[src/rtl/rhg_pkg.sv]
// Shared types, constants and gamma table of the RGB to HSV gamma unit.
package rhg_pkg;

  localparam int unsigned QueueDepth = 4;
  localparam int unsigned DivSteps   = 16;

  localparam logic [15:0] SectorSpan = 16'h2AAA;
  localparam logic [15:0] GreenBase  = 16'h5555;
  localparam logic [15:0] BlueBase   = 16'hAAAA;
  localparam logic [15:0] RedBase    = 16'h0000;
  localparam logic [15:0] Full16     = 16'hFFFF;
  localparam int unsigned ByteSpread = 257;
  localparam int unsigned KnotStep   = 4;

  typedef logic [15:0] gamma_rom_t [256];

  typedef struct packed {
    logic full;
    logic empty;
  } queue_stat_t;

  typedef struct packed {
    logic [15:0] v;
    logic [15:0] d;
    logic [15:0] mag;
    logic        neg;
    logic [15:0] base;
    logic        gray;
  } class_t;

  typedef struct packed {
    logic [31:0] snum;
    logic [29:0] hnum;
    logic [15:0] v;
    logic [15:0] d;
    logic [15:0] base;
    logic        neg;
    logic        gray;
  } item_t;

  typedef struct packed {
    logic [15:0] srem;
    logic [15:0] squo;
    logic [15:0] hrem;
    logic [15:0] hquo;
    logic [15:0] v;
    logic [15:0] d;
    logic [15:0] base;
    logic        neg;
    logic        gray;
  } div_t;

  typedef struct packed {
    logic [15:0] hue;
    logic [15:0] saturation;
    logic [15:0] brightness;
  } hsv_t;

  function automatic logic [15:0] knot_value(input logic [63:0] x);
    logic [63:0] target;
    logic [63:0] lo;
    logic [63:0] hi;
    logic [63:0] mid;
    logic [63:0] odd;
    target = 64'd4 * x * x * x;
    lo = 64'd0;
    hi = 64'd65600;
    for (int i = 0; i < 20; i++) begin
      if (lo < hi) begin
        mid = (lo + hi + 64'd1) >> 1;
        odd = (mid << 1) - 64'd1;
        if (odd * odd * 64'd65535 <= target) begin
          lo = mid;
        end else begin
          hi = mid - 64'd1;
        end
      end
    end
    return (lo > 64'd65535) ? Full16 : lo[15:0];
  endfunction

  function automatic gamma_rom_t build_gamma_rom();
    gamma_rom_t  rom;
    logic [63:0] pos;
    logic [63:0] base;
    logic [63:0] t;
    logic [63:0] a;
    logic [63:0] b;
    logic [63:0] e;
    for (int c = 0; c < 256; c++) begin
      pos  = 64'(c) * 64'(ByteSpread);
      t    = pos % 64'(KnotStep);
      base = pos - t;
      a    = 64'(knot_value(base));
      b    = 64'(knot_value(base + 64'(KnotStep)));
      e    = a + ((b - a) * t) / 64'(KnotStep);
      rom[c] = e[15:0];
    end
    return rom;
  endfunction

  localparam gamma_rom_t GammaRom = build_gamma_rom();

endpackage

[src/rtl/rhg_queue.sv]
// Short item queue between the front end and the divider back end.
module rhg_queue import rhg_pkg::*; #(
  parameter int unsigned Depth = QueueDepth
) (
  input  logic        clk_i,
  input  logic        rst_ni,
  input  logic        push_i,
  input  item_t       item_i,
  input  logic        pop_i,
  output item_t       item_o,
  output queue_stat_t stat_o
);

  localparam int unsigned PtrW = $clog2(Depth);
  localparam int unsigned CntW = $clog2(Depth + 1);

  item_t            mem_q [Depth];
  logic [PtrW-1:0]  wr_ptr_q, rd_ptr_q;
  logic [CntW-1:0]  cnt_q;

  assign stat_o.full  = (cnt_q == CntW'(Depth));
  assign stat_o.empty = (cnt_q == '0);
  assign item_o       = mem_q[rd_ptr_q];

  always_ff @(posedge clk_i or negedge rst_ni) begin
    if (!rst_ni) begin
      wr_ptr_q <= '0;
      rd_ptr_q <= '0;
      cnt_q    <= '0;
    end else begin
      if (push_i) begin
        wr_ptr_q <= (wr_ptr_q == PtrW'(Depth - 1)) ? '0 : wr_ptr_q + PtrW'(1);
      end
      if (pop_i) begin
        rd_ptr_q <= (rd_ptr_q == PtrW'(Depth - 1)) ? '0 : rd_ptr_q + PtrW'(1);
      end
      if (push_i && !pop_i) begin
        cnt_q <= cnt_q + CntW'(1);
      end else if (pop_i && !push_i) begin
        cnt_q <= cnt_q - CntW'(1);
      end
    end
  end

  always_ff @(posedge clk_i) begin
    if (push_i) begin
      mem_q[wr_ptr_q] <= item_i;
    end
  end

endmodule

[config.mk]
export PLATFORM = sky130hd
export DESIGN_NAME = rhg_queue
export DESIGN_NICKNAME = d
export VERILOG_FILES = /design/src/rtl/rhg_pkg.sv /design/src/rtl/rhg_queue.sv
export SDC_FILE = /design/constraint.sdc
export NUM_CORES = 1
export LEC_CHECK = 0
export ABC_AREA = 0
export CORE_MARGIN = 4
export CORE_UTILIZATION = 40
export DETAILED_ROUTE_END_ITERATION = 12
export DONT_BUFFER_PORTS = 1
export GPL_TIMING_DRIVEN = 0
export MAX_ROUTING_LAYER = met4
export PLACE_DENSITY = 0.61
export SLEW_MARGIN = 20
export SYNTH_ARGS = -nofsm -noshare
export SYNTH_HDL_FRONTEND = slang
export SYNTH_SLANG_ARGS = --single-unit
[constraint.sdc]
create_clock -name clk_i -period 5.25 [get_ports clk_i]
set_clock_uncertainty 0.1 [all_clocks]
set_input_delay 0.525 -clock clk_i [delete_from_list [all_inputs] [get_ports clk_i]]
set_output_delay 0.525 -clock clk_i [all_outputs]
set_load 0.05 [all_outputs]
==> metrics.csv <==
stage,metric,value,unit
status,run status,finished clean,
placed_design,final weighted congestion in routability-driven placement,0.743,
layout,filler cell count in the final layout,3216,
detailed_routing,Remaining DRCs,0,
floorplanning,Placement Rows,74,
placed_design,number of input and output port buffers inserted,0,
synthesis,sequential cell area fraction in the yosys report,82.3,%
critical_path,WP data required,4.62,ns
clock_network,post-cts resize count,0,
timing,Max Fclk,318,MHz
critical_path,crit path capture type,output port,
critical_path,arrival time of data at the critical path endpoint,2.52,ns
synthesis,commonest cells in the netlist,"448 x edfxtp_1, 112 x mux4_2, 13 x buf_2",
synthesis,Yosys cell types,19,
clock_network,H-tree lvl count,2,
clock_network,CTS sink count,455,
pwr,leakage power figure,6.43,nW
layout,storage element area,13600,um2
critical_path,cell breakdown of the critical path,"clkbuf_1, buf_2, buf_2, mux4_2",
placed_design,Cell Count Post-Placement,1163,
timing,Final Hold Fails,0,
layout,area taken by multi-input logic gates,2760,um2
synthesis,synthesized cell area,16600,um2
detailed_routing,Detailed Route Iter0 Violations,537,
timing,Slew Limit Fails,0,
layout,fraction of final layout cells sized beyond drive strength 1,25.9,%
grt,largest net degree at the start of global routing,47,
layout,area growth from synthesis to layout,21.5,%
pwr,overall power after layout,12.6,mW
placed_design,detailed placer's ending HPWL,20600,um
timing,worst hold slack,0.152,ns
clock_network,Clk Tree Root Cell,clkbuf_16,
clock_network,worst-skew pair later-pin latency,0.56,ns
detailed_routing,Detailed Routing Iterations Pass 1,6,
floorplanning,vertical die dimension,212,um
clock_network,number of buffers inserted during clock tree synthesis,47,
timing,worst slew pin tran,0.850,ns
timing,final worst path period share,60.0,%
synthesis,post-synth top area cell,edfxtp_1,
synthesis,instance count of the mapped netlist,623,
grt,number of antenna violations at the first check in global routing,2,
clock_network,TritonCTS clock tree,done,
layout,post-route standard cell area excluding fillers,20100,um2
critical_path,classification of the worst setup path,reg -> out,
synthesis,"Primary FF master, synth",edfxtp_1,
detailed_routing,total number of vias,7007,
synthesis,cell types with the largest area share after synthesis,"edfxtp_1 81%, mux4_2 15%, dfrtp_1 1.1%",
floorplanning,IO Pins,230,
critical_path,most frequent CP cell,buf_2,
grt,global-route usage over all layers,14.7,%
synthesis,synthesized flop and latch total,455,
layout,Post-Layout Cell Count,1365,
synthesis,share of the synthesized area in the top cell type,81.2,%
timing,RSZ-0062 raised after global routing,no,
synthesis,number of flops mapped to enable cells by yosys,448,
timing,Final setup viols,0,
clock_network,clock transition at the registers of the reported paths,0.06,ns
timing,final worst path period need,3.15,ns
critical_path,startpoint type of the worst setup path,flop,
synthesis,synth warn,0,
layout,final layout net count,918,
clock_network,maximum clock path buffer count,3,
detailed_routing,Final ANT Viol Nets,0,
worst_hold_path,classification of the worst-slack hold path,in -> reg,
timing,Rel. slew slack,43.1,%
synthesis,most numerous cell in the Yosys netlist,edfxtp_1,
placed_design,Placement Cell Area,17400,um2
pwr,power density over the cells,624,nW/um2
detailed_routing,via count normalized by instance count,5.13,
critical_path,critical path's slowest cell,mux4_2,
grt,total overflow reported by the global router,0,
floorplanning,die footprint,44700,um2
synthesis,proportion of synthesized flip-flops having asynchronous set or reset,1.54,%
floorplanning,Core Region,40900,um2
detailed_routing,post-DR wirelength/cell,23.3,um
synthesis,synthesized area per cell,26.6,um2
grt,number of global-route vias before repair,7792,
detailed_routing,"wirelength, routed",31800,um
floorplanning,width of the chip,212,um
clock_network,Post-CTS Setup Repair Bufs,0,
floorplanning,starting utilization of the core area,40.5,%
pwr,VDD IR max,554,uV
critical_path,Slowest Stage Delay on Critical Path,0.54,ns
critical_path,critical path peak fanout,10,
synthesis,Synth Net Count,746,
flow_run,MaxCap Viol Count,0,
grt,global-route wire length before repair,48200,um
## report_power, final
part           internal [mW]  switching (mW)  leakage [nW]
clock                   1.92            1.31         0.725
combinational           1.20            3.34          1.50
sequential              4.65           0.136          4.20
## cell families (layout without fill, tap and decap cells)
logic type / Yosys count / after routing / share of synthesized area (%)
AO/OA/AOI/OAI: 2 / 2 / 0.0604
XOR/XNOR: 3 / 3 / 0.159
adder cells (fa/ha/maj): 7 / 7 / 0.574
buffers and inverters: 30 / 238 / 1.16
flip-flops: 455 / 455 / 82.3
multiplexers: 115 / 115 / 15.4
other: 0 / 2 / 0
AND/OR/NAND/NOR: 11 / 11 / 0.340
## path summary, 6_finish.rpt
check / cells after the start / end / slack, ns / start
worst max register to register: 4 / mem_q[0][49] / 3.26 / wr_ptr_q[0]
worst min register to register: 1 / cnt_q[2] / 0.41 / cnt_q[2]
max in group asynchronous: 1 / rd_ptr_q[1] / 4.60 / rst_ni
worst min-delay path: 2 / cnt_q[0] / 0.15 / push_i
worst max-delay path: 4 / item_o[58] / 2.10 / rd_ptr_q[1]
min in group asynchronous: 1 / cnt_q[0] / 0.20 / rst_ni
## state kept, by name, summed over array words and instances (netlist names)
| name | cells |
|---|---|
| rd_ptr_q | 2 |
| wr_ptr_q | 2 |
| mem_q | 448 |
| cnt_q | 3 |
## cell usage in the layout, fill, tap and decap left out
cell type	netlist	layout
buf_12	0	4
dfrtp_1	7	7
clkbuf_16	0	48
dlygate4sd3_1	0	115
and2_4	0	4
nor3b_2	0	1
clkinv_8	0	1
clkbuf_1	4	11
clkinvlp_4	0	4
inv_6	0	1
clkinv_1	0	14
nand2_1	2	2
inv_1	4	4
buf_4	1	1
bufinv_16	0	5
clkinv_2	0	2
ha_1	6	6
edfxtp_1	448	448
mux4_2	112	112
diode_2	0	2
nor3_2	0	1
nor2_1	3	3
xor2_1	2	2
mux2_2	3	3
buf_6	8	8
fa_1	1	1
clkinv_4	0	3
buf_16	0	4
xnor2_1	1	1
buf_2	13	13
o21ai_0	2	2
## metrics by stage
stage                     setup WS (ns)  TNS (ns)  utilization, %
after floorplan                    1.46         0               -
after global placement           -0.432   -172.01            42.1
after detailed placement           2.58         0            42.6
after CTS                          1.95         0            49.1
after global routing               1.90         0            49.2
final                              2.10         0            49.2
## what timing repair did
item | CTS | global route
hold endpoints to repair | 459 | 0
hold buffers | 115 | 0
setup endpoints to repair | 0 | 0
## layer usage
layer  vias to the layer above  track usage [%]  wire length [um]
met4                         0             4.71               731
met2                       217             24.3             16600
met3                        49             4.67              2430
met5                         -                -                 0
met1                      3690             17.4             12100
li1                       3051                -                 -
## layout make-up
class / count / area share (%)
sequential: 455 / 67.7
multi-input combinational: 138 / 13.7
timing repair buffer: 123 / 6.67
clock buffer: 55 / 6.10
tap: 532 / 3.31
clock inverter: 30 / 1.46
buffer: 26 / 0.883
inverter: 4 / 0.0746
antenna: 2 / 0.0249
## worst max-delay path: cells and delay by family, from the launching register on
family | cells | cell delay [ns]
muxes | 1 | 0.54
DFF | 1 | 0.35
buffers and inverters | 3 | 1.06
Power figures use the tool's default switching activity.
