### src/rtl/rhg_pkg.sv
// Shared types, constants and gamma table of the RGB to HSV gamma unit.
package rhg_pkg;

  localparam int unsigned QueueDepth = 4;
  localparam int unsigned DivSteps   = 16;

  localparam logic [15:0] SectorSpan = 16'h2AAA;
  localparam logic [15:0] GreenBase  = 16'h5555;
  localparam logic [15:0] BlueBase   = 16'hAAAA;
  localparam logic [15:0] RedBase    = 16'h0000;
  localparam logic [15:0] Full16     = 16'hFFFF;
  localparam int unsigned ByteSpread = 257;
  localparam int unsigned KnotStep   = 4;

  typedef logic [15:0] gamma_rom_t [256];

  typedef struct packed {
    logic full;
    logic empty;
  } queue_stat_t;

  typedef struct packed {
    logic [15:0] v;
    logic [15:0] d;
    logic [15:0] mag;
    logic        neg;
    logic [15:0] base;
    logic        gray;
  } class_t;

  typedef struct packed {
    logic [31:0] snum;
    logic [29:0] hnum;
    logic [15:0] v;
    logic [15:0] d;
    logic [15:0] base;
    logic        neg;
    logic        gray;
  } item_t;

  typedef struct packed {
    logic [15:0] srem;
    logic [15:0] squo;
    logic [15:0] hrem;
    logic [15:0] hquo;
    logic [15:0] v;
    logic [15:0] d;
    logic [15:0] base;
    logic        neg;
    logic        gray;
  } div_t;

  typedef struct packed {
    logic [15:0] hue;
    logic [15:0] saturation;
    logic [15:0] brightness;
  } hsv_t;

  function automatic logic [15:0] knot_value(input logic [63:0] x);
    logic [63:0] target;
    logic [63:0] lo;
    logic [63:0] hi;
    logic [63:0] mid;
    logic [63:0] odd;
    target = 64'd4 * x * x * x;
    lo = 64'd0;
    hi = 64'd65600;
    for (int i = 0; i < 20; i++) begin
      if (lo < hi) begin
        mid = (lo + hi + 64'd1) >> 1;
        odd = (mid << 1) - 64'd1;
        if (odd * odd * 64'd65535 <= target) begin
          lo = mid;
        end else begin
          hi = mid - 64'd1;
        end
      end
    end
    return (lo > 64'd65535) ? Full16 : lo[15:0];
  endfunction

  function automatic gamma_rom_t build_gamma_rom();
    gamma_rom_t  rom;
    logic [63:0] pos;
    logic [63:0] base;
    logic [63:0] t;
    logic [63:0] a;
    logic [63:0] b;
    logic [63:0] e;
    for (int c = 0; c < 256; c++) begin
      pos  = 64'(c) * 64'(ByteSpread);
      t    = pos % 64'(KnotStep);
      base = pos - t;
      a    = 64'(knot_value(base));
      b    = 64'(knot_value(base + 64'(KnotStep)));
      e    = a + ((b - a) * t) / 64'(KnotStep);
      rom[c] = e[15:0];
    end
    return rom;
  endfunction

  localparam gamma_rom_t GammaRom = build_gamma_rom();

endpackage

### src/rtl/rhg_if.sv


interface rhg_hsv_if;
  logic        valid;
  logic        ready;
  logic [15:0] hue;
  logic [15:0] saturation;
  logic [15:0] brightness;

  modport source (output valid, hue, saturation, brightness, input ready);
  modport sink   (input valid, hue, saturation, brightness, output ready);
endinterface

### src/rtl/rhg_back.sv
// Back end: pipelined saturation and hue dividers with output register.
module rhg_back import rhg_pkg::*; (
  input  logic        clk_i,
  input  logic        rst_ni,
  input  queue_stat_t stat_i,
  input  item_t       item_i,
  output logic        pop_o,
  rhg_hsv_if.source   hsv_o
);

  function automatic div_t div_step(input div_t s);
    div_t        r;
    logic [16:0] ts;
    logic [16:0] th;
    logic        gs;
    logic        gh;
    r  = s;
    ts = {s.srem, s.squo[15]};
    th = {s.hrem, s.hquo[15]};
    gs = (ts >= {1'b0, s.v});
    gh = (th >= {1'b0, s.d});
    r.srem = gs ? 16'(ts - {1'b0, s.v}) : ts[15:0];
    r.hrem = gh ? 16'(th - {1'b0, s.d}) : th[15:0];
    r.squo = {s.squo[14:0], gs};
    r.hquo = {s.hquo[14:0], gh};
    return r;
  endfunction

  logic              adv;
  logic [DivSteps:0] st_valid_q;
  div_t              st_q [DivSteps+1];
  div_t              st0_d;
  logic [31:0]       hnum;
  logic              out_valid_q;
  hsv_t              out_d, out_q;
  div_t              last;

  assign adv   = !out_valid_q || hsv_o.ready;
  assign pop_o = adv && !stat_i.empty;
  assign hnum  = {2'b00, item_i.hnum};

  always_comb begin
    st0_d.srem = item_i.snum[31:16];
    st0_d.squo = item_i.snum[15:0];
    st0_d.hrem = hnum[31:16];
    st0_d.hquo = hnum[15:0];
    st0_d.v    = item_i.v;
    st0_d.d    = item_i.d;
    st0_d.base = item_i.base;
    st0_d.neg  = item_i.neg;
    st0_d.gray = item_i.gray;
  end

  always_ff @(posedge clk_i or negedge rst_ni) begin
    if (!rst_ni) begin
      st_valid_q  <= '0;
      out_valid_q <= 1'b0;
    end else if (adv) begin
      st_valid_q  <= {st_valid_q[DivSteps-1:0], !stat_i.empty};
      out_valid_q <= st_valid_q[DivSteps];
    end
  end

  always_ff @(posedge clk_i) begin
    if (adv) begin
      st_q[0] <= st0_d;
      out_q   <= out_d;
    end
  end

  for (genvar k = 0; k < DivSteps; k++) begin : g_step
    always_ff @(posedge clk_i) begin
      if (adv) begin
        st_q[k+1] <= div_step(st_q[k]);
      end
    end
  end

  always_comb begin
    last = st_q[DivSteps];
    out_d.brightness = last.v;
    out_d.saturation = (last.v == '0) ? '0 : last.squo;
    if (last.gray) begin
      out_d.hue = '0;
    end else if (last.neg) begin
      out_d.hue = last.base - last.hquo;
    end else begin
      out_d.hue = last.base + last.hquo;
    end
  end

  assign hsv_o.valid      = out_valid_q;
  assign hsv_o.hue        = out_q.hue;
  assign hsv_o.saturation = out_q.saturation;
  assign hsv_o.brightness = out_q.brightness;

endmodule
### src/flat_wrapper.sv
// flat-port wrapper written by rule: the top's interface ports become plain ports
module rhg_back_flat import rhg_pkg::*;
  (clk_i, rst_ni, stat_i, item_i, pop_o, hsv_o_valid, hsv_o_hue, hsv_o_saturation, hsv_o_brightness, hsv_o_ready);
  rhg_hsv_if hsv_o_i ();
  input  logic clk_i;
  input  logic rst_ni;
  input  queue_stat_t stat_i;
  input  item_t item_i;
  output logic pop_o;
  output wire logic [$bits(hsv_o_i.valid)-1:0] hsv_o_valid;
  output wire logic [$bits(hsv_o_i.hue)-1:0] hsv_o_hue;
  output wire logic [$bits(hsv_o_i.saturation)-1:0] hsv_o_saturation;
  output wire logic [$bits(hsv_o_i.brightness)-1:0] hsv_o_brightness;
  input wire logic [$bits(hsv_o_i.ready)-1:0] hsv_o_ready;
  assign hsv_o_valid = hsv_o_i.valid;
  assign hsv_o_hue = hsv_o_i.hue;
  assign hsv_o_saturation = hsv_o_i.saturation;
  assign hsv_o_brightness = hsv_o_i.brightness;
  assign hsv_o_i.ready = hsv_o_ready;
  rhg_back u_core (.clk_i(clk_i), .rst_ni(rst_ni), .stat_i(stat_i), .item_i(item_i), .pop_o(pop_o), .hsv_o(hsv_o_i));
endmodule
### config.mk
export PLATFORM = sky130hd
export DESIGN_NAME = rhg_back_flat
export DESIGN_NICKNAME = d
export VERILOG_FILES = /design/src/rtl/rhg_pkg.sv /design/src/rtl/rhg_if.sv /design/src/rtl/rhg_back.sv /design/src/flat_wrapper.sv
export SDC_FILE = /design/constraint.sdc
export NUM_CORES = 2
export LEC_CHECK = 0
export BUFFER_PORTS_ARGS = -buffer_cell sky130_fd_sc_hd__buf_2
export CAP_MARGIN = 0
export CORE_UTILIZATION = 60
export DETAILED_ROUTE_END_ITERATION = 7
export PLACE_DENSITY_LB_ADDON = 0.1
export RECOVER_POWER = 25
export SLEW_MARGIN = 20
export SYNTH_ARGS = -nofsm -noshare
export SYNTH_HDL_FRONTEND = slang
export SYNTH_SLANG_ARGS = --single-unit
### constraint.sdc
create_clock -name clk_i -period 137.1 [get_ports clk_i]
set_input_delay 0 -clock clk_i [delete_from_list [all_inputs] [get_ports clk_i]]
set_output_delay 0 -clock clk_i [all_outputs]
set_load 0.1 [all_outputs]
==> impl_metrics.json <==
{
  "fin_tns_setup_ns": 0,
  "clock.fmax_mhz": 180,
  "clock_sinks": 1954,
  "critical_path_required_ns": 137.52,
  "h-tree-depth": 4,
  "die_w_um": 388,
  "yosysTopAreaCellShare_pct": 65.0,
  "die_h_um": 388,
  "netlist_instances": 6376,
  "critPathArrivalTime_ns": 5.96,
  "wl_mm": 151,
  "cts_made_buffers": 194,
  "setup_violations": 0,
  "post_cts_buffers": 0,
  "crit_top_cell": "buf_4",
  "die_area_um2": 151000,
  "fin_crit_ns": 5.54,
  "clk_pin_slew_worst_paths_ns": 0.06,
  "synthArstFlopShare_pct": 0.921,
  "hold_violations": 0,
  "io_buffers": 165,
  "slew-limit-headroom_pct": 18.6,
  "place_congestion": 0.952,
  "worstReg2RegEnd": "u_core.hsv_o.brightness[5]$_DFFE_PN_",
  "netlist_top_cells_count": "edfxtp_1, inv_1, ha_1, nor2_1, a21oi_1",
  "num_vias": 49600,
  "min_to": "u_core.st_valid_q[2]$_DFFE_PN0N_",
  "fin_cells": 9011,
  "yosysSeqAreaShare_pct": 65.5,
  "hold_class": "input pin to flop",
  "grt_max_degree": 214,
  "drive_above_1_share_pct": 11.2,
  "cts_max_path_buffers": 3,
  "worstPathCellList": "nor2b_1 -> buf_4 -> inv_8 -> buf_4 -> buf_4 -> buf_4 -> buf_4",
  "crit_fanout": 130,
  "clkLatencyLatePin_ns": 0.81,
  "ys_ff_latch": 1954,
  "synth_top_area_cell": "edfxtp_1",
  "gr-usage-all-layers_pct": 19.9,
  "crit_slowest_cell": "buf_4",
  "via_per_inst": 5.51,
  "worstHoldPathCells": 6,
  "drc": 0,
  "rsz0062_at_grt": "no",
  "hpwlAfterDp_mm": 104,
  "synth_edf_count": 1936,
  "grt_pass1_wl_mm": 243,
  "yosysWarnings": 0,
  "tightestPinTransition_ns": 1.22,
  "start_util_pct": 60.5,
  "antenna_found_initial": 2,
  "post-route-period-util_pct": 4.04,
  "slowest_delay_ns": 0.89,
  "synthFlopType": "edfxtp_1",
  "n_fill_cell": 10000,
  "regToRegStartpoint": "u_core.hsv_o.valid$_DFFE_PN0N_",
  "first_iter_violations": 2444,
  "synth_area_um2": 89400,
  "drt_first_pass_iters": 8,
  "core_area_um2": 148000,
  "hp-start": "hsv_o_ready",
  "ff2ff_setup_slack_ns": 131.56,
  "place_inst": 8416,
  "whs_ns": 0.242,
  "final_max_slew_viol_count": 0,
  "cts_hold_repair.buffers": 231,
  "maxCapViolCount": 0,
  "clock_skew_ns": 0.0439,
  "ant_nets": 0,
  "syn_nets": 7051,
  "reg2regPathDepth": 7,
  "synthDistinctLibCells": 87,
  "root_buffer": "clkbuf_16",
  "io_pins": 167,
  "final_nets": 7588,
  "overflow": 0,
  "std_cell_rows": 141,
  "grt_pass1_vias": 50200,
  "endpoint_kind": "flop",
  "netlist_top_cells_area": "edfxtp_1, ha_1, inv_1, mux2_2, xnor2_1",
  "status": "finished, final reports clean",
  "areaGrowthSynthToFinish_pct": 13.2,
  "synth.most_common_cell": "edfxtp_1",
  "final_util_pct": 68.5,
  "worstSetupPathType": "flop to flop",
  "postCtsResizedCells": 0,
  "cp-start-kind": "flop",
  "avgSynthCellArea_um2": 14.0,
  "cts_tree": "done",
  "wl_per_cell_um": 16.8
}
==> how the worst max path moves through the flow <==
stage | startpoint | endpoint | slack, ns | cells past startpoint
2_1_floorplan | u_core.hsv_o.valid$_DFFE_PN0N_ | u_core.hsv_o.brightness[0]$_DFFE_PN_ | 80.58 | 4
3_3_place_gp | u_core.hsv_o.valid$_DFFE_PN0N_ | u_core.st_q[0][1744]$_DFFE_PN_ | 131.64 | 7
3_5_place_dp | u_core.hsv_o.valid$_DFFE_PN0N_ | u_core.hsv_o.brightness[0]$_DFFE_PN_ | 131.55 | 7
4_1_cts | u_core.hsv_o.valid$_DFFE_PN0N_ | u_core.st_q[0][1633]$_DFFE_PN_ | 131.53 | 7
5_1_grt | u_core.hsv_o.valid$_DFFE_PN0N_ | u_core.st_q[0][1702]$_DFFE_PN_ | 131.05 | 7
6_report | u_core.hsv_o.valid$_DFFE_PN0N_ | u_core.hsv_o.brightness[5]$_DFFE_PN_ | 131.56 | 7
==> cells by family (layout without fill, tap and decap cells) <==
family	Yosys count	count (layout)	synth area share (%)
other cells	0	1	0
xor+xnor	371	371	3.63
mux	305	305	4.03
buf+inv	730	1434	3.24
flops	1954	1954	65.5
fa+ha+maj	558	558	8.07
compound gates	1206	1206	8.74
simple gates	1252	1252	6.78
==> routing by layer <==
metal	global-route usage, %	routed length, um	vias up
met2	37.1	79500	955
met3	3.18	5030	396
met5	0	13	-
met1	21.8	59600	23500
met4	9.85	7040	2
li1	-	-	24800
==> placed cells by master (no fill, tap or decap), types with 27 or more instances in the layout <==
| cell type | instances |
|---|---|
| clkinv_1 | 44 |
| a31oi_1 | 47 |
| nor3_1 | 111 |
| nand2_1 | 301 |
| mux2i_1 | 48 |
| or3_1 | 45 |
| and2_1 | 31 |
| a21oi_1 | 309 |
| nand2b_1 | 53 |
| a211oi_1 | 27 |
| a21o_1 | 115 |
| edfxtp_1 | 1936 |
| clkinv_2 | 34 |
| ha_1 | 527 |
| o21a_1 | 104 |
| or2_2 | 34 |
| o31a_1 | 30 |
| inv_1 | 650 |
| xor2_1 | 150 |
| nand3_1 | 90 |
| o31ai_1 | 38 |
| clkbuf_1 | 43 |
| o21ai_0 | 275 |
| mux2_2 | 180 |
| buf_2 | 160 |
| nand4_1 | 65 |
| nor2_1 | 337 |
| mux2_4 | 61 |
| clkbuf_16 | 195 |
| dlygate4sd3_1 | 231 |
| fa_1 | 31 |
| xnor2_1 | 221 |
| nor2b_1 | 87 |
==> sequential cells by signal, indices dropped and copies added (netlist names) <==
register                 flops
u_core.hsv_o.valid           1
u_core.hsv_o.brightness     16
u_core.hsv_o.saturation     16
u_core.hsv_o.hue            16
u_core.st_valid_q           17
u_core.st_q               1888
==> per-stage QoR <==
step	area (um2)	worst slack (ns)
6_report	101000	131.56
5_1_grt	101000	131.05
4_1_cts	101000	131.53
3_5_place_dp	92500	131.55
3_3_place_gp	92500	131.64
2_1_floorplan	89400	80.58
==> critical path: cells and delay by family (launching register included) <==
kind	cells	cell delay, ns
simple gates	1	0.16
buf+inv	6	4.24
flops	1	0.40
==> area by class of cell <==
cell class / count / area, um2 / share of cell area [%]
antenna: 1 / 2.50 / 0.00247
tap: 1930 / 2410 / 2.39
multi-input combinational: 3692 / 28000 / 27.6
inverter: 651 / 2450 / 2.42
timing repair buffer: 420 / 3370 / 3.32
clock inverter: 129 / 1390 / 1.38
clock buffer: 234 / 5040 / 4.97
sequential: 1954 / 58600 / 57.9
Power is left out: the tool's default activity adds up to more than one toggle a clock period on the data nets, which glitch-free logic cannot reach.
