<file path="src/rtl/rhg_pkg.sv">
// Shared types, constants and gamma table of the RGB to HSV gamma unit.
package rhg_pkg;

  localparam int unsigned QueueDepth = 4;
  localparam int unsigned DivSteps   = 16;

  localparam logic [15:0] SectorSpan = 16'h2AAA;
  localparam logic [15:0] GreenBase  = 16'h5555;
  localparam logic [15:0] BlueBase   = 16'hAAAA;
  localparam logic [15:0] RedBase    = 16'h0000;
  localparam logic [15:0] Full16     = 16'hFFFF;
  localparam int unsigned ByteSpread = 257;
  localparam int unsigned KnotStep   = 4;

  typedef logic [15:0] gamma_rom_t [256];

  typedef struct packed {
    logic full;
    logic empty;
  } queue_stat_t;

  typedef struct packed {
    logic [15:0] v;
    logic [15:0] d;
    logic [15:0] mag;
    logic        neg;
    logic [15:0] base;
    logic        gray;
  } class_t;

  typedef struct packed {
    logic [31:0] snum;
    logic [29:0] hnum;
    logic [15:0] v;
    logic [15:0] d;
    logic [15:0] base;
    logic        neg;
    logic        gray;
  } item_t;

  typedef struct packed {
    logic [15:0] srem;
    logic [15:0] squo;
    logic [15:0] hrem;
    logic [15:0] hquo;
    logic [15:0] v;
    logic [15:0] d;
    logic [15:0] base;
    logic        neg;
    logic        gray;
  } div_t;

  typedef struct packed {
    logic [15:0] hue;
    logic [15:0] saturation;
    logic [15:0] brightness;
  } hsv_t;

  function automatic logic [15:0] knot_value(input logic [63:0] x);
    logic [63:0] target;
    logic [63:0] lo;
    logic [63:0] hi;
    logic [63:0] mid;
    logic [63:0] odd;
    target = 64'd4 * x * x * x;
    lo = 64'd0;
    hi = 64'd65600;
    for (int i = 0; i < 20; i++) begin
      if (lo < hi) begin
        mid = (lo + hi + 64'd1) >> 1;
        odd = (mid << 1) - 64'd1;
        if (odd * odd * 64'd65535 <= target) begin
          lo = mid;
        end else begin
          hi = mid - 64'd1;
        end
      end
    end
    return (lo > 64'd65535) ? Full16 : lo[15:0];
  endfunction

  function automatic gamma_rom_t build_gamma_rom();
    gamma_rom_t  rom;
    logic [63:0] pos;
    logic [63:0] base;
    logic [63:0] t;
    logic [63:0] a;
    logic [63:0] b;
    logic [63:0] e;
    for (int c = 0; c < 256; c++) begin
      pos  = 64'(c) * 64'(ByteSpread);
      t    = pos % 64'(KnotStep);
      base = pos - t;
      a    = 64'(knot_value(base));
      b    = 64'(knot_value(base + 64'(KnotStep)));
      e    = a + ((b - a) * t) / 64'(KnotStep);
      rom[c] = e[15:0];
    end
    return rom;
  endfunction

  localparam gamma_rom_t GammaRom = build_gamma_rom();

endpackage

</file>
<file path="src/rtl/rhg_if.sv">
// Pixel and HSV channel interfaces with valid/ready handshake.
interface rhg_pix_if;
  logic       valid;
  logic       ready;
  logic [7:0] red;
  logic [7:0] green;
  logic [7:0] blue;

  modport source (output valid, red, green, blue, input ready);
  modport sink   (input valid, red, green, blue, output ready);
endinterface


</file>
<file path="src/rtl/rhg_front.sv">
// Front end: gamma lookup, sector classification and numerator products.
module rhg_front import rhg_pkg::*; (
  input  logic        clk_i,
  input  logic        rst_ni,
  rhg_pix_if.sink     pix_i,
  input  queue_stat_t stat_i,
  output logic        push_o,
  output item_t       item_o
);

  logic        adv;
  logic        a_valid_q;
  logic [15:0] gr_q, gg_q, gb_q;
  logic        b_valid_q;
  class_t      cls_d, cls_q;
  logic [15:0] v, l;
  logic [16:0] diff;

  assign adv         = !stat_i.full;
  assign pix_i.ready = adv;

  always_ff @(posedge clk_i or negedge rst_ni) begin
    if (!rst_ni) begin
      a_valid_q <= 1'b0;
      b_valid_q <= 1'b0;
    end else if (adv) begin
      a_valid_q <= pix_i.valid;
      b_valid_q <= a_valid_q;
    end
  end

  always_ff @(posedge clk_i) begin
    if (adv) begin
      gr_q  <= GammaRom[pix_i.red];
      gg_q  <= GammaRom[pix_i.green];
      gb_q  <= GammaRom[pix_i.blue];
      cls_q <= cls_d;
    end
  end

  always_comb begin
    v = gr_q;
    l = gr_q;
    if (gg_q > v) v = gg_q;
    if (gb_q > v) v = gb_q;
    if (gg_q < l) l = gg_q;
    if (gb_q < l) l = gb_q;
    if (gg_q == v) begin
      diff = {1'b0, gb_q} - {1'b0, gr_q};
      cls_d.base = GreenBase;
    end else if (gb_q == v) begin
      diff = {1'b0, gr_q} - {1'b0, gg_q};
      cls_d.base = BlueBase;
    end else begin
      diff = {1'b0, gg_q} - {1'b0, gb_q};
      cls_d.base = RedBase;
    end
    cls_d.v    = v;
    cls_d.d    = v - l;
    cls_d.gray = (v == l);
    cls_d.neg  = diff[16];
    cls_d.mag  = diff[16] ? 16'(-diff) : diff[15:0];
  end

  assign push_o      = b_valid_q && adv;
  assign item_o.snum = {cls_q.d, 16'h0000} - {16'h0000, cls_q.d};
  assign item_o.hnum = 30'(cls_q.mag) * 30'(SectorSpan);
  assign item_o.v    = cls_q.v;
  assign item_o.d    = cls_q.d;
  assign item_o.base = cls_q.base;
  assign item_o.neg  = cls_q.neg;
  assign item_o.gray = cls_q.gray;

endmodule

</file>
<file path="src/flat_wrapper.sv">
// flat-port wrapper written by rule: the top's interface ports become plain ports
module rhg_front_flat import rhg_pkg::*;
  (clk_i, rst_ni, stat_i, push_o, item_o, pix_i_valid, pix_i_red, pix_i_green, pix_i_blue, pix_i_ready);
  rhg_pix_if pix_i_i ();
  input  logic clk_i;
  input  logic rst_ni;
  input  queue_stat_t stat_i;
  output logic push_o;
  output item_t item_o;
  input wire logic [$bits(pix_i_i.valid)-1:0] pix_i_valid;
  input wire logic [$bits(pix_i_i.red)-1:0] pix_i_red;
  input wire logic [$bits(pix_i_i.green)-1:0] pix_i_green;
  input wire logic [$bits(pix_i_i.blue)-1:0] pix_i_blue;
  output wire logic [$bits(pix_i_i.ready)-1:0] pix_i_ready;
  assign pix_i_i.valid = pix_i_valid;
  assign pix_i_i.red = pix_i_red;
  assign pix_i_i.green = pix_i_green;
  assign pix_i_i.blue = pix_i_blue;
  assign pix_i_ready = pix_i_i.ready;
  rhg_front u_core (.clk_i(clk_i), .rst_ni(rst_ni), .pix_i(pix_i_i), .stat_i(stat_i), .push_o(push_o), .item_o(item_o));
endmodule
</file>
<file path="config.mk">
export PLATFORM = sky130hd
export DESIGN_NAME = rhg_front_flat
export DESIGN_NICKNAME = d
export VERILOG_FILES = /design/src/rtl/rhg_pkg.sv /design/src/rtl/rhg_if.sv /design/src/rtl/rhg_front.sv /design/src/flat_wrapper.sv
export SDC_FILE = /design/constraint.sdc
export NUM_CORES = 1
export LEC_CHECK = 0
export BUFFER_PORTS_ARGS = -buffer_cell sky130_fd_sc_hd__clkbuf_2
export CORE_MARGIN = 4
export CORE_UTILIZATION = 30
export CTS_CLUSTER_DIAMETER = 150
export CTS_CLUSTER_SIZE = 16
export DETAILED_ROUTE_END_ITERATION = 16
export GPL_ROUTABILITY_DRIVEN = 0
export PLACE_DENSITY = 0.52
export SLEW_MARGIN = 0
export SYNTH_ARGS = -nofsm -noshare
export SYNTH_HDL_FRONTEND = slang
export SYNTH_SLANG_ARGS = --single-unit
</file>
<file path="constraint.sdc">
create_clock -name clk_i -period 24.1 [get_ports clk_i]
set_clock_uncertainty 0.2 [all_clocks]
set_input_delay 0 -clock clk_i [delete_from_list [all_inputs] [get_ports clk_i]]
set_output_delay 0 -clock clk_i [all_outputs]
set_load 0.02 [all_outputs]
</file>
==> impl_metrics.json, run 1 <==
{
  "grt_max_degree": 86,
  "timing.critical_path.mode_cell": "a21oi_1",
  "num_vias": 28600,
  "hold_slack_ps": 91.5,
  "period_needed_ps": 8720,
  "portBuffers": 140,
  "syn_area_um2": 25900,
  "crit_type": "register to register",
  "crit_fanout": 31,
  "cap_violations": 0,
  "gr-usage-all-layers": 0.218,
  "clk_pin_slew_ps": 70,
  "synth_flop_cell": "edfxtp_1",
  "drc": 0,
  "clock-sinks": 102,
  "rsz0062_at_grt": "false",
  "cts_tree": "done",
  "wirelength_um": 104000,
  "clk_latency_ps": 360,
  "drv_slew": 0,
  "first_iter_violations": 4433,
  "fmax_ghz": 0.115,
  "syn_nets": 4026,
  "grt_pass1_wl_um": 159000,
  "final-hold-violation-count": 0,
  "setup_ws_ps": 15380,
  "drive_above_1_share": 0.0859,
  "syn2layout_area_growth_pct": 4.88,
  "firstDrtPassIters": 7,
  "yosysWarnings": 0,
  "routedWlPerCell_um": 22.1,
  "worstSetupEndpoint": "u_core.item_o[33]",
  "overflow": 0,
  "antenna_found_initial": 2,
  "fin_crit_sh": 0.362,
  "hold_buffers": 5,
  "std_cell_rows": 107,
  "die_w_um": 302,
  "ant_nets": 0,
  "io_pins": 143,
  "final_cell_count_no_fill": 4705,
  "yosysTopAreaCell": "edfxtp_1",
  "cts_root_buf": "clkbuf_16",
  "synth_edf_count": 100,
  "synth-async-reset-ratio": 0.0196,
  "crit_path_end_kind": "register",
  "core_region_area_um2": 85400,
  "required_ps": 24010,
  "r2r_cells": 39,
  "numCtsBuffers": 9,
  "cp-startpoint": "u_core.gg_q[13]",
  "dp.cells": 4684,
  "antennaDiodeCount": 0,
  "outcome": "completed",
  "synth_seq_area_share": 0.118,
  "cp-start-kind": "register",
  "r2r-start": "u_core.gg_q[13]",
  "timing.rr.end": "u_core.item_o[33]",
  "drt-vias-per-instance": 6.08,
  "post_synth_num_cell_types": 96,
  "die_h_um": 302,
  "nFillCells": 9496,
  "slew_headroom": 0.217,
  "dieArea_um2": 91000,
  "yosysTopAreaCellShare": 0.116,
  "holdCritPathClass": "primary input to register",
  "dp_slack_ps": 15550,
  "synth-seq-cells": 102,
  "grt_pass1_vias": 26300,
  "avgSynthCellArea_um2": 6.98,
  "cts_buffer_depth": 2,
  "final_cell_mix": "a21oi_1 (379), nand2_1 (363), o21ai_0 (360)",
  "worst_pin_slew_ps": 1170,
  "crit_slowest_cell": "a31oi_1",
  "cts-resized-gates": 0,
  "post-cts-setup-buffers": 0,
  "setup_viol": 0,
  "final_common_cell": "a21oi_1",
  "initial_utilization": 0.303,
  "synth_top_cells_by_area": "edfxtp_1 (12%), ha_1 (11%), a21oi_1 (7.3%), o21ai_0 (7.0%), nand2_1 (5.3%)",
  "r2r_slack_ps": 15380,
  "nNetsFinal": 3873,
  "h-tree-depth": 3,
  "netlist_instances": 3709,
  "fin_setup_tns_ps": 0,
  "max_stage_delay_ps": 510,
  "crit_arrival_ps": 8620,
  "dp_hpwl_um": 75400
}
[cells in the mapped netlist, types with 10 or more instances]
| cell | number |
|---|---|
| a311o_1 | 15 |
| a31oi_1 | 78 |
| nand2_1 | 363 |
| nand4_1 | 15 |
| nor3_1 | 107 |
| a311oi_1 | 40 |
| nor4_1 | 11 |
| o21a_1 | 17 |
| buf_4 | 56 |
| o221ai_1 | 17 |
| edfxtp_1 | 100 |
| fa_1 | 64 |
| a211oi_1 | 62 |
| mux2i_1 | 47 |
| o31ai_1 | 30 |
| o2111ai_1 | 10 |
| or2_2 | 20 |
| mux2_2 | 23 |
| or3_1 | 20 |
| a21oi_1 | 379 |
| nand3_1 | 128 |
| clkbuf_1 | 213 |
| nor2_1 | 357 |
| ha_1 | 224 |
| inv_1 | 247 |
| a221oi_1 | 17 |
| xnor2_1 | 82 |
| o211ai_1 | 62 |
| nand2b_1 | 36 |
| mux4_2 | 33 |
| nor2b_1 | 29 |
| a21boi_0 | 13 |
| xor2_1 | 46 |
| o22ai_1 | 44 |
| buf_1 | 70 |
| o21ai_0 | 360 |
| o311ai_0 | 33 |
| a21o_1 | 40 |
| and3_1 | 19 |
[cells by family after synthesis]
kind of cell | share of synthesized area
other | 0.000145
AND/OR/NAND/NOR | 0.198
AO/OA/AOI/OAI | 0.322
flip-flops | 0.118
adder cells (fa/ha/maj) | 0.159
buffers and inverters | 0.0986
multiplexers | 0.0609
XOR/XNOR | 0.0433
[stage by stage]
| step | cell area [µm²] | utilization |
|---|---|---|
| after global placement | 26800 | 0.313 |
| after global routing | 27100 | 0.318 |
| after detailed placement | 26800 | 0.313 |
| after floorplan | 25900 | - |
| final | 27100 | 0.318 |
| after CTS | 27100 | 0.318 |
[area by class of cell]
type	count	area (µm²)	share of cell area
Sequential cell	102	3050	0.112
Clock buffer	9	225	0.00830
Timing Repair Buffer	186	1080	0.0397
Multi-Input combinational cell	3000	20300	0.747
Clock inverter	7	105	0.00387
Inverter	257	967	0.0356
Tap cell	1144	1430	0.0527
[layer usage]
layer | global-route usage | share of wire | wire length [µm] | up-vias
met2 | 0.339 | 0.44 | 46100 | 1726
met4 | 0.0714 | 0.034 | 3540 | 2
met3 | 0.0372 | 0.10 | 10700 | 262
met1 | 0.307 | 0.42 | 43900 | 13400
met5 | 0 | 0.00012 | 13 | -
li1 | - | - | - | 13200
[state kept, by name, indices dropped and copies added (netlist names)]
| register | cells |
|---|---|
| u_core.item_o | 36 |
| u_core.cls_q | 16 |
| u_core.gb_q | 16 |
| u_core.gg_q | 16 |
| u_core.gr_q | 16 |
| u_core.a_valid_q | 1 |
| u_core.b_valid_q | 1 |
[worst min path at each step]
stage,from,cells past startpoint,slack (ps),endpoint
2_1_floorplan,rst_ni,0,-500,u_core.a_valid_q
3_3_place_gp,rst_ni,1,-410,u_core.a_valid_q
3_5_place_dp,rst_ni,1,-410,u_core.a_valid_q
4_1_cts,pix_i_blue[5],3,70,u_core.gb_q[6]
5_1_grt,pix_i_green[4],3,100,u_core.gg_q[14]
6_report,pix_i_blue[5],3,90,u_core.gb_q[6]
[worst max-delay path, delay by kind of cell, from the launching register on]
kind | cells | cell delay, ps
compound gates | 21 | 5000
simple gates | 11 | 1090
fa+ha+maj | 3 | 960
buf+inv | 3 | 580
flops | 1 | 450
xor+xnor | 1 | 150
Power of run 1 is not shown: default switching activity piles up to over one toggle a cycle in this logic, so the estimate is an artifact.
==> inputs of run 2 (changes only) <==
Settings changed: PLACE_DENSITY 0.52 to 0.54.
Clock period 24.1 ns to 7.1 ns, I/O delays scaled along.
==> run 2 against run 1 <==
Effect of this change: critical endpoint is now u_core.cls_q[30]; final cell count rose by 1.9%; routed wire length rose by 2.6%; cell area is 2.9% higher.
==> impl_metrics.json, run 2 (same netlist as run 1, synthesis figures left out) <==
{
  "outcome": "completed",
  "dp_hpwl_um": 77600,
  "std_cell_rows": 107,
  "crit_fanout": 23,
  "clk_latency_ps": 370,
  "ant_nets": 0,
  "cap_violations": 0,
  "dp_slack_ps": 61.1,
  "hold_depth": 3,
  "drive_above_1_share": 0.116,
  "cts_root_buf": "clkbuf_16",
  "setup_ws_ps": 361,
  "gr-usage-all-layers": 0.222,
  "drc": 0,
  "crit_path_end_kind": "register",
  "routedWlPerCell_um": 22.3,
  "portBuffers": 140,
  "nNetsFinal": 3962,
  "top_layer": "met5",
  "syn2layout_area_growth_pct": 7.89,
  "utilization": 0.327,
  "drt-vias-per-instance": 6.13,
  "r2r_cells": 30,
  "wl_met3_um": 11700,
  "antenna_found_initial": 6,
  "final_common_cell": "a21oi_1",
  "required_ps": 7010,
  "cp_num_cells": 30,
  "max_stage_delay_ps": 440,
  "crit_arrival_ps": 6650,
  "final_cell_mix": "a21oi_1 (371), nand2_1 (362), nor2_1 (355)",
  "cts_buffer_depth": 2,
  "slew_headroom": 0.250,
  "first_iter_violations": 4601,
  "cp_top_family": "compound AO/OA/AOI/OAI gates",
  "crit_slowest_cell": "edfxtp_1",
  "period_needed_ps": 6740,
  "clock-sinks": 102,
  "fmax_ghz": 0.148,
  "final-hold-violation-count": 0,
  "overflow": 0,
  "grt_max_degree": 100,
  "numCtsBuffers": 9,
  "die_h_um": 302,
  "dieArea_um2": 91000,
  "clk_pin_slew_ps": 70,
  "num_vias": 29400,
  "antennaDiodeCount": 0,
  "worst_pin_slew_ps": 1120,
  "fin_setup_tns_ps": 0,
  "largest_reg_flops": 36,
  "h-tree-depth": 3,
  "die_w_um": 302,
  "grt_pass1_vias": 26700,
  "wirelength_um": 107000,
  "holdCritPathClass": "primary input to register",
  "grt_pass1_wl_um": 161000,
  "wl_met1_um": 44100,
  "io_pins": 143,
  "crit_type": "register to register",
  "firstDrtPassIters": 7,
  "cp_num_buf_inv": 3,
  "initial_utilization": 0.303,
  "setup_viol": 0,
  "wl_met2_um": 46000,
  "core_region_area_um2": 85400,
  "fin_crit_sh": 0.949,
  "rsz0062_at_grt": "true",
  "cp-start-kind": "register",
  "cts_tree": "done",
  "drv_slew": 0
}
[run 2: worst register-to-register path: cells and delay by family, from the launching register on]
| family | cells | cell delay, ps |
|---|---|---|
| buf+inv | 3 | 540 |
| simple gates | 6 | 1020 |
| fa+ha+maj | 3 | 860 |
| compound gates | 13 | 2580 |
| flops | 1 | 440 |
| mux | 3 | 640 |
| xor+xnor | 2 | 200 |
[run 2: stage by stage]
step	instance area (µm²)	hold WS (ps)	std cells
after floorplan	25900	-496	3709
after global placement	27400	-412	4765
after detailed placement	27400	-410	4765
after CTS	27700	89.4	4785
after global routing	27900	135	4793
final	27900	112	4793
[run 2: layout make-up]
type / instances / area, µm²
Fill cell: 9300 / 57500
Sequential cell: 102 / 3050
Tap cell: 1144 / 1430
Timing Repair Buffer: 275 / 1770
Clock buffer: 9 / 225
Multi-Input combinational cell: 3000 / 20400
Clock inverter: 6 / 53.8
Inverter: 257 / 967
[run 2: metal layers]
metal / GRT usage / up-vias
li1: - / 13400
met1: 0.306 / 13700
met2: 0.339 / 1911
met3: 0.0461 / 392
met4: 0.0852 / 8
met5: 0 / -
[run 2: what timing repair did]
action,4_1_cts,5_1_grt
setup buffers,0,7
setup endpoints to repair,0,23
hold endpoints to repair,4,0
resized for setup,0,42
hold buffers,5,0
[run 2: worst paths after layout]
check | end | start | slack (ps)
hold reg to reg | u_core.b_valid_q | u_core.b_valid_q | 300
min in group asynchronous | u_core.a_valid_q | rst_ni | 290
setup / recovery | u_core.cls_q[30] | u_core.gr_q[8] | 360
hold / removal | u_core.gb_q[6] | pix_i_blue[5] | 110
setup reg to reg | u_core.cls_q[30] | u_core.gr_q[8] | 360
max in group asynchronous | u_core.a_valid_q | rst_ni | 6280
Power of run 2 is left out for the same reason.
